===== config.mk =====
export PLATFORM = sky130hd
export DESIGN_NAME = buddy_block_allocator
export DESIGN_NICKNAME = d
export VERILOG_FILES = /design/src/rtl/core/bba_pkg.sv /design/src/rtl/core/bba_datapath.sv /design/src/rtl/core/bba_ctrl.sv /design/src/rtl/core/buddy_block_allocator.sv
export SDC_FILE = /design/constraint.sdc
export NUM_CORES = 1
export LEC_CHECK = 0
export BUFFER_PORTS_ARGS = -buffer_cell sky130_fd_sc_hd__buf_2
export CAP_MARGIN = 20
export CORE_ASPECT_RATIO = 0.75
export CORE_UTILIZATION = 38
export CTS_CLUSTER_DIAMETER = 50
export CTS_CLUSTER_SIZE = 40
export DETAILED_ROUTE_END_ITERATION = 10
export GPL_ROUTABILITY_DRIVEN = 0
export GPL_TIMING_DRIVEN = 0
export PLACE_DENSITY = 0.54
export SLEW_MARGIN = 5
export SYNTH_ARGS = -nofsm -noshare
export SYNTH_HDL_FRONTEND = slang
export SYNTH_SLANG_ARGS = --single-unit
export TNS_END_PERCENT = 1

===== constraint.sdc =====
create_clock -name clk -period 7.9 [get_ports clk]
set_clock_uncertainty 0.05 [all_clocks]
set_input_delay 0.395 -clock clk [delete_from_list [all_inputs] [get_ports clk]]
set_output_delay 0.395 -clock clk [all_outputs]
set_load 0.005 [all_outputs]

===== src/rtl/core/bba_pkg.sv =====
// Shared types and codes of the buddy block allocator.
`default_nettype none

package bba_pkg;

  localparam logic       ACT_ALLOC = 1'b0;
  localparam logic       ACT_FREE  = 1'b1;

  localparam logic [1:0] ST_OK        = 2'd0;
  localparam logic [1:0] ST_TOO_LARGE = 2'd1;
  localparam logic [1:0] ST_NO_FREE   = 2'd2;
  localparam logic [1:0] ST_BAD_FREE  = 2'd3;

  localparam logic [2:0] OP_NONE   = 3'd0;
  localparam logic [2:0] OP_LOAD   = 3'd1;
  localparam logic [2:0] OP_DECODE = 3'd2;
  localparam logic [2:0] OP_SEARCH = 3'd3;
  localparam logic [2:0] OP_SPLIT  = 3'd4;
  localparam logic [2:0] OP_MERGE  = 3'd5;

  typedef struct packed {
    logic [2:0] op;
    logic       emit;
  } bba_cmd_t;

  typedef struct packed {
    logic dec_err;
    logic is_free;
    logic found;
    logic at_want;
    logic at_top;
    logic split_last;
    logic merge_stop;
  } bba_sts_t;

endpackage

`default_nettype wire


===== src/rtl/core/bba_datapath.sv =====
// Datapath of the buddy block allocator: free bitmaps, held table, search, split and merge.
`default_nettype none

module bba_datapath
  import bba_pkg::*;
#(
  parameter int MEM_BYTES    = 1024,
  parameter int MIN_BLOCK    = 32,
  parameter int TOP_ORDER    = 5,
  parameter int HEADER_BYTES = 16
) (
  input  wire logic        clk,
  input  wire logic        rst,
  input  wire bba_cmd_t    cmd,
  output bba_sts_t         sts,
  input  wire logic        action,
  input  wire logic [15:0] request_bytes,
  input  wire logic [9:0]  block_offset,
  output logic [1:0]       status,
  output logic [9:0]       granted_offset,
  output logic [2:0]       granted_order
);

  localparam int SLOT_COUNT  = MEM_BYTES / MIN_BLOCK;
  localparam int ORDER_COUNT = TOP_ORDER + 1;
  localparam int SLOT_W      = (SLOT_COUNT > 1) ? $clog2(SLOT_COUNT) : 1;
  localparam int ORD_W       = $clog2(ORDER_COUNT);
  localparam int MB_LOG      = $clog2(MIN_BLOCK);

  logic [SLOT_COUNT-1:0] free_map [ORDER_COUNT];
  logic [SLOT_COUNT-1:0] held_flag;
  logic [ORD_W-1:0]      held_order [SLOT_COUNT];

  logic              act_r;
  logic [15:0]       bytes_r;
  logic [9:0]        off_r;
  logic [ORD_W-1:0]  want;
  logic [ORD_W-1:0]  cur;
  logic [SLOT_W-1:0] slot;
  logic [1:0]        res_status;
  logic [9:0]        res_offset;
  logic [2:0]        res_order;

  logic [16:0]       need;
  logic              fit_any;
  logic [ORD_W-1:0]  want_calc;
  logic [31:0]       off_slot_full;
  logic [SLOT_W-1:0] off_slot;
  logic              free_err;
  logic [SLOT_COUNT-1:0] row;
  logic [31:0]       low_mask;
  logic              found;
  logic [SLOT_W-1:0] pick;
  logic              at_want;
  logic              at_top;
  logic [ORD_W-1:0]  nxt;
  logic [31:0]       half_full;
  logic              half_in;
  logic              split_last;
  logic [31:0]       bit_full;
  logic [31:0]       buddy_full;
  logic [SLOT_W-1:0] buddy_idx;
  logic              buddy_ok;
  logic [SLOT_W-1:0] slot_clr;

  function automatic logic [9:0] off_of(input logic [SLOT_W-1:0] s);
    off_of = 10'(32'(s) << MB_LOG);
  endfunction

  always_comb begin
    need      = 17'(bytes_r) + 17'(HEADER_BYTES);
    fit_any   = 1'b0;
    want_calc = '0;
    for (int k = ORDER_COUNT - 1; k >= 0; k--) begin
      if ((32'(MIN_BLOCK) << k) >= 32'(need)) begin
        fit_any   = 1'b1;
        want_calc = ORD_W'(k);
      end
    end
  end

  assign off_slot_full = 32'(off_r) >> MB_LOG;
  assign off_slot      = off_slot_full[SLOT_W-1:0];
  assign free_err      = ((32'(off_r) & 32'(MIN_BLOCK - 1)) != 32'd0)
                         || (off_slot_full >= 32'(SLOT_COUNT))
                         || !held_flag[off_slot];

  assign row      = free_map[cur];
  assign low_mask = (32'd1 << cur) - 32'd1;

  always_comb begin
    found = 1'b0;
    pick  = '0;
    for (int s = SLOT_COUNT - 1; s >= 0; s--) begin
      if (row[s] && ((32'(s) & low_mask) == 32'd0)) begin
        found = 1'b1;
        pick  = SLOT_W'(s);
      end
    end
  end

  assign at_want    = (cur == want);
  assign at_top     = (cur == ORD_W'(TOP_ORDER));
  assign nxt        = cur - ORD_W'(1);
  assign half_full  = 32'(slot) + (32'd1 << nxt);
  assign half_in    = (half_full < 32'(SLOT_COUNT));
  assign split_last = (nxt == want);
  assign bit_full   = 32'd1 << cur;
  assign buddy_full = 32'(slot) ^ bit_full;
  assign buddy_idx  = buddy_full[SLOT_W-1:0];
  assign buddy_ok   = !at_top && (buddy_full < 32'(SLOT_COUNT)) && row[buddy_idx];
  assign slot_clr   = SLOT_W'(32'(slot) & ~bit_full);

  always_comb begin
    sts.dec_err    = (act_r == ACT_FREE) ? free_err : !fit_any;
    sts.is_free    = (act_r == ACT_FREE);
    sts.found      = found;
    sts.at_want    = at_want;
    sts.at_top     = at_top;
    sts.split_last = split_last;
    sts.merge_stop = !buddy_ok;
  end

  always_ff @(posedge clk) begin
    if (rst) begin
      for (int o = 0; o < ORDER_COUNT; o++) begin
        free_map[o] <= '0;
      end
      free_map[TOP_ORDER][0] <= 1'b1;
      held_flag <= '0;
    end else begin
      unique case (cmd.op)
        OP_DECODE: begin
          if (act_r == ACT_FREE && !free_err) held_flag[off_slot] <= 1'b0;
        end
        OP_SEARCH: begin
          if (found) begin
            free_map[cur][pick] <= 1'b0;
            if (at_want) held_flag[pick] <= 1'b1;
          end
        end
        OP_SPLIT: begin
          if (half_in) free_map[nxt][half_full[SLOT_W-1:0]] <= 1'b1;
          if (split_last) held_flag[slot] <= 1'b1;
        end
        OP_MERGE: begin
          if (buddy_ok) free_map[cur][buddy_idx] <= 1'b0;
          else free_map[cur][slot] <= 1'b1;
        end
        default: ;
      endcase
    end
  end

  always_ff @(posedge clk) begin
    unique case (cmd.op)
      OP_LOAD: begin
        act_r   <= action;
        bytes_r <= request_bytes;
        off_r   <= block_offset;
      end
      OP_DECODE: begin
        if (act_r == ACT_ALLOC) begin
          if (!fit_any) begin
            res_status <= ST_TOO_LARGE;
            res_offset <= '0;
            res_order  <= '0;
          end else begin
            want <= want_calc;
            cur  <= want_calc;
          end
        end else begin
          if (free_err) begin
            res_status <= ST_BAD_FREE;
            res_offset <= '0;
            res_order  <= '0;
          end else begin
            cur  <= held_order[off_slot];
            slot <= off_slot;
          end
        end
      end
      OP_SEARCH: begin
        if (found) begin
          slot <= pick;
          if (at_want) begin
            held_order[pick] <= want;
            res_status <= ST_OK;
            res_offset <= off_of(pick);
            res_order  <= 3'(cur);
          end
        end else if (at_top) begin
          res_status <= ST_NO_FREE;
          res_offset <= '0;
          res_order  <= '0;
        end else begin
          cur <= cur + ORD_W'(1);
        end
      end
      OP_SPLIT: begin
        cur <= nxt;
        if (split_last) begin
          held_order[slot] <= want;
          res_status <= ST_OK;
          res_offset <= off_of(slot);
          res_order  <= 3'(nxt);
        end
      end
      OP_MERGE: begin
        if (buddy_ok) begin
          slot <= slot_clr;
          cur  <= cur + ORD_W'(1);
        end else begin
          res_status <= ST_OK;
          res_offset <= off_of(slot);
          res_order  <= 3'(cur);
        end
      end
      default: ;
    endcase
    if (cmd.emit) begin
      status         <= res_status;
      granted_offset <= res_offset;
      granted_order  <= res_order;
    end
  end

endmodule

`default_nettype wire


===== src/rtl/core/bba_ctrl.sv =====
// Sequencer of the buddy block allocator: steps one item through decode, search, split or merge.
`default_nettype none

module bba_ctrl
  import bba_pkg::*;
(
  input  wire logic     clk,
  input  wire logic     rst,
  input  wire logic     in_valid,
  output logic          in_ready,
  output logic          out_valid,
  input  wire logic     out_ready,
  output bba_cmd_t      cmd,
  input  wire bba_sts_t sts
);

  localparam logic [2:0] S_IDLE   = 3'd0;
  localparam logic [2:0] S_DECODE = 3'd1;
  localparam logic [2:0] S_SEARCH = 3'd2;
  localparam logic [2:0] S_SPLIT  = 3'd3;
  localparam logic [2:0] S_MERGE  = 3'd4;
  localparam logic [2:0] S_EMIT   = 3'd5;

  logic [2:0] state;
  logic [2:0] state_next;

  always_comb begin
    state_next = state;
    cmd.op     = OP_NONE;
    cmd.emit   = 1'b0;
    in_ready   = 1'b0;
    unique case (state)
      S_IDLE: begin
        in_ready = 1'b1;
        if (in_valid) begin
          cmd.op     = OP_LOAD;
          state_next = S_DECODE;
        end
      end
      S_DECODE: begin
        cmd.op = OP_DECODE;
        if (sts.dec_err) state_next = S_EMIT;
        else if (sts.is_free) state_next = S_MERGE;
        else state_next = S_SEARCH;
      end
      S_SEARCH: begin
        cmd.op = OP_SEARCH;
        if (sts.found) state_next = sts.at_want ? S_EMIT : S_SPLIT;
        else if (sts.at_top) state_next = S_EMIT;
      end
      S_SPLIT: begin
        cmd.op = OP_SPLIT;
        if (sts.split_last) state_next = S_EMIT;
      end
      S_MERGE: begin
        cmd.op = OP_MERGE;
        if (sts.merge_stop) state_next = S_EMIT;
      end
      S_EMIT: begin
        if (!out_valid || out_ready) begin
          cmd.emit   = 1'b1;
          state_next = S_IDLE;
        end
      end
      default: state_next = S_IDLE;
    endcase
  end

  always_ff @(posedge clk) begin
    if (rst) begin
      state     <= S_IDLE;
      out_valid <= 1'b0;
    end else begin
      state <= state_next;
      if (cmd.emit) out_valid <= 1'b1;
      else if (out_ready) out_valid <= 1'b0;
    end
  end

  a_accept_decode: assert property (@(posedge clk) disable iff (rst)
    (in_valid && in_ready) |=> (state == S_DECODE))
    else $error("accepted beat not followed by decode");

  a_emit_free_slot: assert property (@(posedge clk) disable iff (rst)
    cmd.emit |-> (!out_valid || out_ready))
    else $error("result overwrote a pending beat");

  a_split_entry: assert property (@(posedge clk) disable iff (rst)
    (state == S_SPLIT) |-> ($past(state) == S_SEARCH || $past(state) == S_SPLIT))
    else $error("split entered without a search hit");

endmodule

`default_nettype wire


===== src/rtl/core/buddy_block_allocator.sv =====
// Top level of the buddy block allocator: sequencer and datapath.
//
//  channel | signals                                          | dir
//  in      | in_valid, in_ready, action, request_bytes, block_offset | sink
//  out     | out_valid, out_ready, status, granted_offset, granted_order | source
//
// One item at a time. Allocate: accept, decode, one search step per order searched,
// one split step per split, emit. Free: accept, decode, one merge step per level merged
// plus a final one, emit. A too-large request or a bad free goes from decode straight
// to emit.
// Reset leaves only the whole-memory block free and nothing held, at once.
// A result waiting on out_ready holds the next item in the emit step.
`default_nettype none

module buddy_block_allocator
  import bba_pkg::*;
#(
  parameter int MEM_BYTES    = 1024,
  parameter int MIN_BLOCK    = 32,
  parameter int TOP_ORDER    = 5,
  parameter int HEADER_BYTES = 16
) (
  input  wire logic        clk,
  input  wire logic        rst,
  input  wire logic        in_valid,
  output logic             in_ready,
  input  wire logic        action,
  input  wire logic [15:0] request_bytes,
  input  wire logic [9:0]  block_offset,
  output logic             out_valid,
  input  wire logic        out_ready,
  output logic [1:0]       status,
  output logic [9:0]       granted_offset,
  output logic [2:0]       granted_order
);

  bba_cmd_t cmd;
  bba_sts_t sts;

  bba_ctrl u_ctrl (
    .clk       (clk),
    .rst       (rst),
    .in_valid  (in_valid),
    .in_ready  (in_ready),
    .out_valid (out_valid),
    .out_ready (out_ready),
    .cmd       (cmd),
    .sts       (sts)
  );

  bba_datapath #(
    .MEM_BYTES    (MEM_BYTES),
    .MIN_BLOCK    (MIN_BLOCK),
    .TOP_ORDER    (TOP_ORDER),
    .HEADER_BYTES (HEADER_BYTES)
  ) u_datapath (
    .clk            (clk),
    .rst            (rst),
    .cmd            (cmd),
    .sts            (sts),
    .action         (action),
    .request_bytes  (request_bytes),
    .block_offset   (block_offset),
    .status         (status),
    .granted_offset (granted_offset),
    .granted_order  (granted_order)
  );

  a_error_zero: assert property (@(posedge clk) disable iff (rst)
    (out_valid && status != ST_OK) |-> (granted_offset == 10'd0 && granted_order == 3'd0))
    else $error("error beat carries a block");

endmodule

`default_nettype wire


==> out/metrics.cfg <==
[logic_synthesis]
dominantRegCellSynth=edfxtp_1
syn_area_um2=26200
synth_area_per_cell_um2=10.8
synth_edf_count=410
synth_top_area_frac=0.470
syn_inst=2434
ys_async_sr_fraction=0
ys_warn_count=0
ys_types=107
synth_top_area_cell=edfxtp_1
yosys-top-cells-area=edfxtp_1 (47%), mux4_2 (4.9%), mux2i_1 (4.5%)
synth-seq-cells=454
yosysSeqAreaShare=0.503

[die]
die_h_um=230
dieArea_um2=70100
initial_core_util=0.384
ios=48
fp.dieW_um=305
num_rows=83
core_um2=68300

[sta]
final-hold-violation-count=0
finalMaxSlewViolations=0
period_share=1.00
worstMarginPinSlew_ns=1.34
min_period_ns=7.92
rsz0062_at_grt=false
timing.slew.headroom=0.0966
fmax_mhz=126
worst_slack_ns=-0.0208
setup_violations=3

[drt]
drt-wirelength-per-cell_um=31.1
top_layer_used=met5
detail-route-antenna-nets=0
drc=0
dr_wl_met2_um=41700
wl_met1_um=47000
drt_iter0_drc=4145
via_count=23400
wl_um=109000
drt_pre_antenna_iters=11
met3WireLength_um=16500
vias_per_cell=6.70

[placement]
io_buffers=41
place_hpwl_um=82600

[cells_and_area]
final_cell_mix=edfxtp_1 (410), nor2_1 (201), nor3_1 (193), nand2_1 (167), o21ai_0 (123)
final_common_cell=edfxtp_1
fin_util=0.435
fill_cells=6491
layout-drive-gt1-share=0.157
finalNetCount=2620
syn_to_final_growth_pct=13.3

[clocking]
ctsHtreeMaxLevel=2
cts_tree=done
cts_buffer_depth=3
clkLatencyLatePin_ns=0.64
clock_sinks=454
clockRootBuffer=clkbuf_16
numCtsBuffers=46
clk_pin_slew_ns=0.09

[global_route]
grt_pass1_wl_um=154000
track_usage=0.302
grt_max_degree=35
grt_pass1_vias=21600
antenna_found_initial=7
gr-total-overflow=0

[critical_path]
worst-path-max-fanout=10
critPathKind=flop to flop
critPathLaunchType=flop
crit_required_ns=8.13
endpoint_kind=flop
cp.arrival_ns=8.15

[pwr]
p_leak_nw=9.98
power_density_nw_per_um2=427
power_mw=12.7
ir_worst_vdd_mv=0.236

[run]
max_cap_violations=0

[hold_path]
hold_path_class=primary input to flop

[status]
violations=setup timing
status=finished, violations left

[what timing repair did]
action                     in CTS  in global routing
setup endpoints to repair     379                415
buffers inserted                0                  0
resized for setup              11                 21
pin swaps                       0                  1
hold endpoints to repair       31                  0
hold buffers                   27                  0
[worst max-delay path, stage by stage (launching register included)]
cell       delay [ns]
edfxtp_1         0.43
clkbuf_2         0.25
inv_1            0.32
ha_1             0.22
clkbuf_2         0.32
nand2b_1         0.22
ha_1             0.25
clkbuf_1         0.21
nor2b_1          0.20
nor4_1           0.77
nand3_1          0.48
o2111ai_1        0.25
or2_1            0.20
or4_1            0.15
or2_1            0.11
clkbuf_1         0.42
inv_1            0.12
a221oi_2         0.56
nand4b_1         0.38
nor3_2           0.39
o21ai_1          0.20
buf_2            0.26
clkbuf_2         0.39
o31ai_1          0.41
[cell families (layout without fill, tap and decap cells)]
| logic type | count (synthesis) | in the layout | synth area share |
|---|---|---|---|
| AND/OR/NAND/NOR | 881 | 881 | 0.175 |
| AO/OA/AOI/OAI | 603 | 603 | 0.156 |
| flip-flops | 454 | 454 | 0.503 |
| buffers and inverters | 260 | 424 | 0.0463 |
| multiplexers | 192 | 192 | 0.101 |
| adder cells (fa/ha/maj) | 23 | 23 | 0.0113 |
| XOR/XNOR | 20 | 20 | 0.00668 |
| other | 1 | 6 | 0.000143 |
[synth_stat cells, types with 36 or more instances]
cell,number
nor3_1,196
o21ai_0,123
a22oi_1,52
nand3_1,67
o21ai_1,48
o31ai_1,101
edfxtp_1,410
nor2_1,201
mux2i_1,117
buf_2,58
a21oi_1,68
mux4_2,57
clkbuf_1,110
nand2_1,167
inv_1,36
dfxtp_1,44
[registers in the layout (all words and copies together) (netlist names), 2 cells and up, named ones only]
register and count:
u_ctrl.state 3, u_datapath.bytes_r 16, u_datapath.cur 3, u_datapath.free_map 256, u_datapath.granted_offset 5, u_datapath.granted_order 3, u_datapath.held_flag 32, u_datapath.held_order 96
u_datapath.off_r 10, u_datapath.res_offset 5, u_datapath.res_order 3, u_datapath.res_status 2, u_datapath.slot 5, u_datapath.status 2, u_datapath.want 3
[final timing paths]
path	slack [ns]	cells after the start	endpoint	start
worst max-delay path	-0.02	23	u_datapath.free_map[1][18]$_SDFFCE_PN0P_	u_datapath.cur[1]$_DFFE_PP_
worst min-delay path	0.02	3	u_ctrl.out_valid$_SDFFE_PP0P_	out_ready
worst max register to register	-0.02	23	u_datapath.free_map[1][18]$_SDFFCE_PN0P_	u_datapath.cur[1]$_DFFE_PP_
worst min register to register	0.38	0	u_datapath.granted_offset[9]$_DFFE_PP_	u_datapath.res_offset[9]$_DFFE_PP_
[routing by layer]
layer,global-route usage,vias up
li1,-,9612
met1,0.457,11700
met2,0.395,1824
met3,0.115,269
met4,0.0785,15
met5,0.00684,-
[area by class of cell]
class	instances	area (µm²)	area share
well taps	892	1120	0.0376
multi-input cells	1724	11900	0.402
diodes	1	2.50	0.0000843
clock inverters	31	362	0.0122
inverters	37	139	0.00468
repair buffers	81	607	0.0204
plain buffers	222	1090	0.0368
clock buffers	53	1240	0.0418
flip-flops and latches	454	13200	0.444
[through the flow]
| stage | area (µm²) | setup WS [ns] | instances | hold slack [ns] | TNS (ns) |
|---|---|---|---|---|---|
| floorplan | 26200 | 2.25 | 2438 | 0.350 | 0 |
| global placement | 27600 | -0.496 | 3371 | 0.363 | -55.95 |
| detailed placement | 27600 | -0.530 | 3377 | 0.361 | -73.28 |
| CTS | 29500 | 0.0246 | 3487 | 0.00350 | 0 |
| global route | 29700 | 0.00513 | 3494 | 0.0240 | 0 |
| finish | 29700 | -0.0208 | 3495 | 0.0229 | -0.0215 |
[where the power goes]
group	switching (mW)	internal, mW
Sequential	0.166	3.00
Combinational	5.19	1.94
Clock	1.12	1.26
Total	6.48	6.19
No activity file was read; power rests on OpenSTA's default activity.
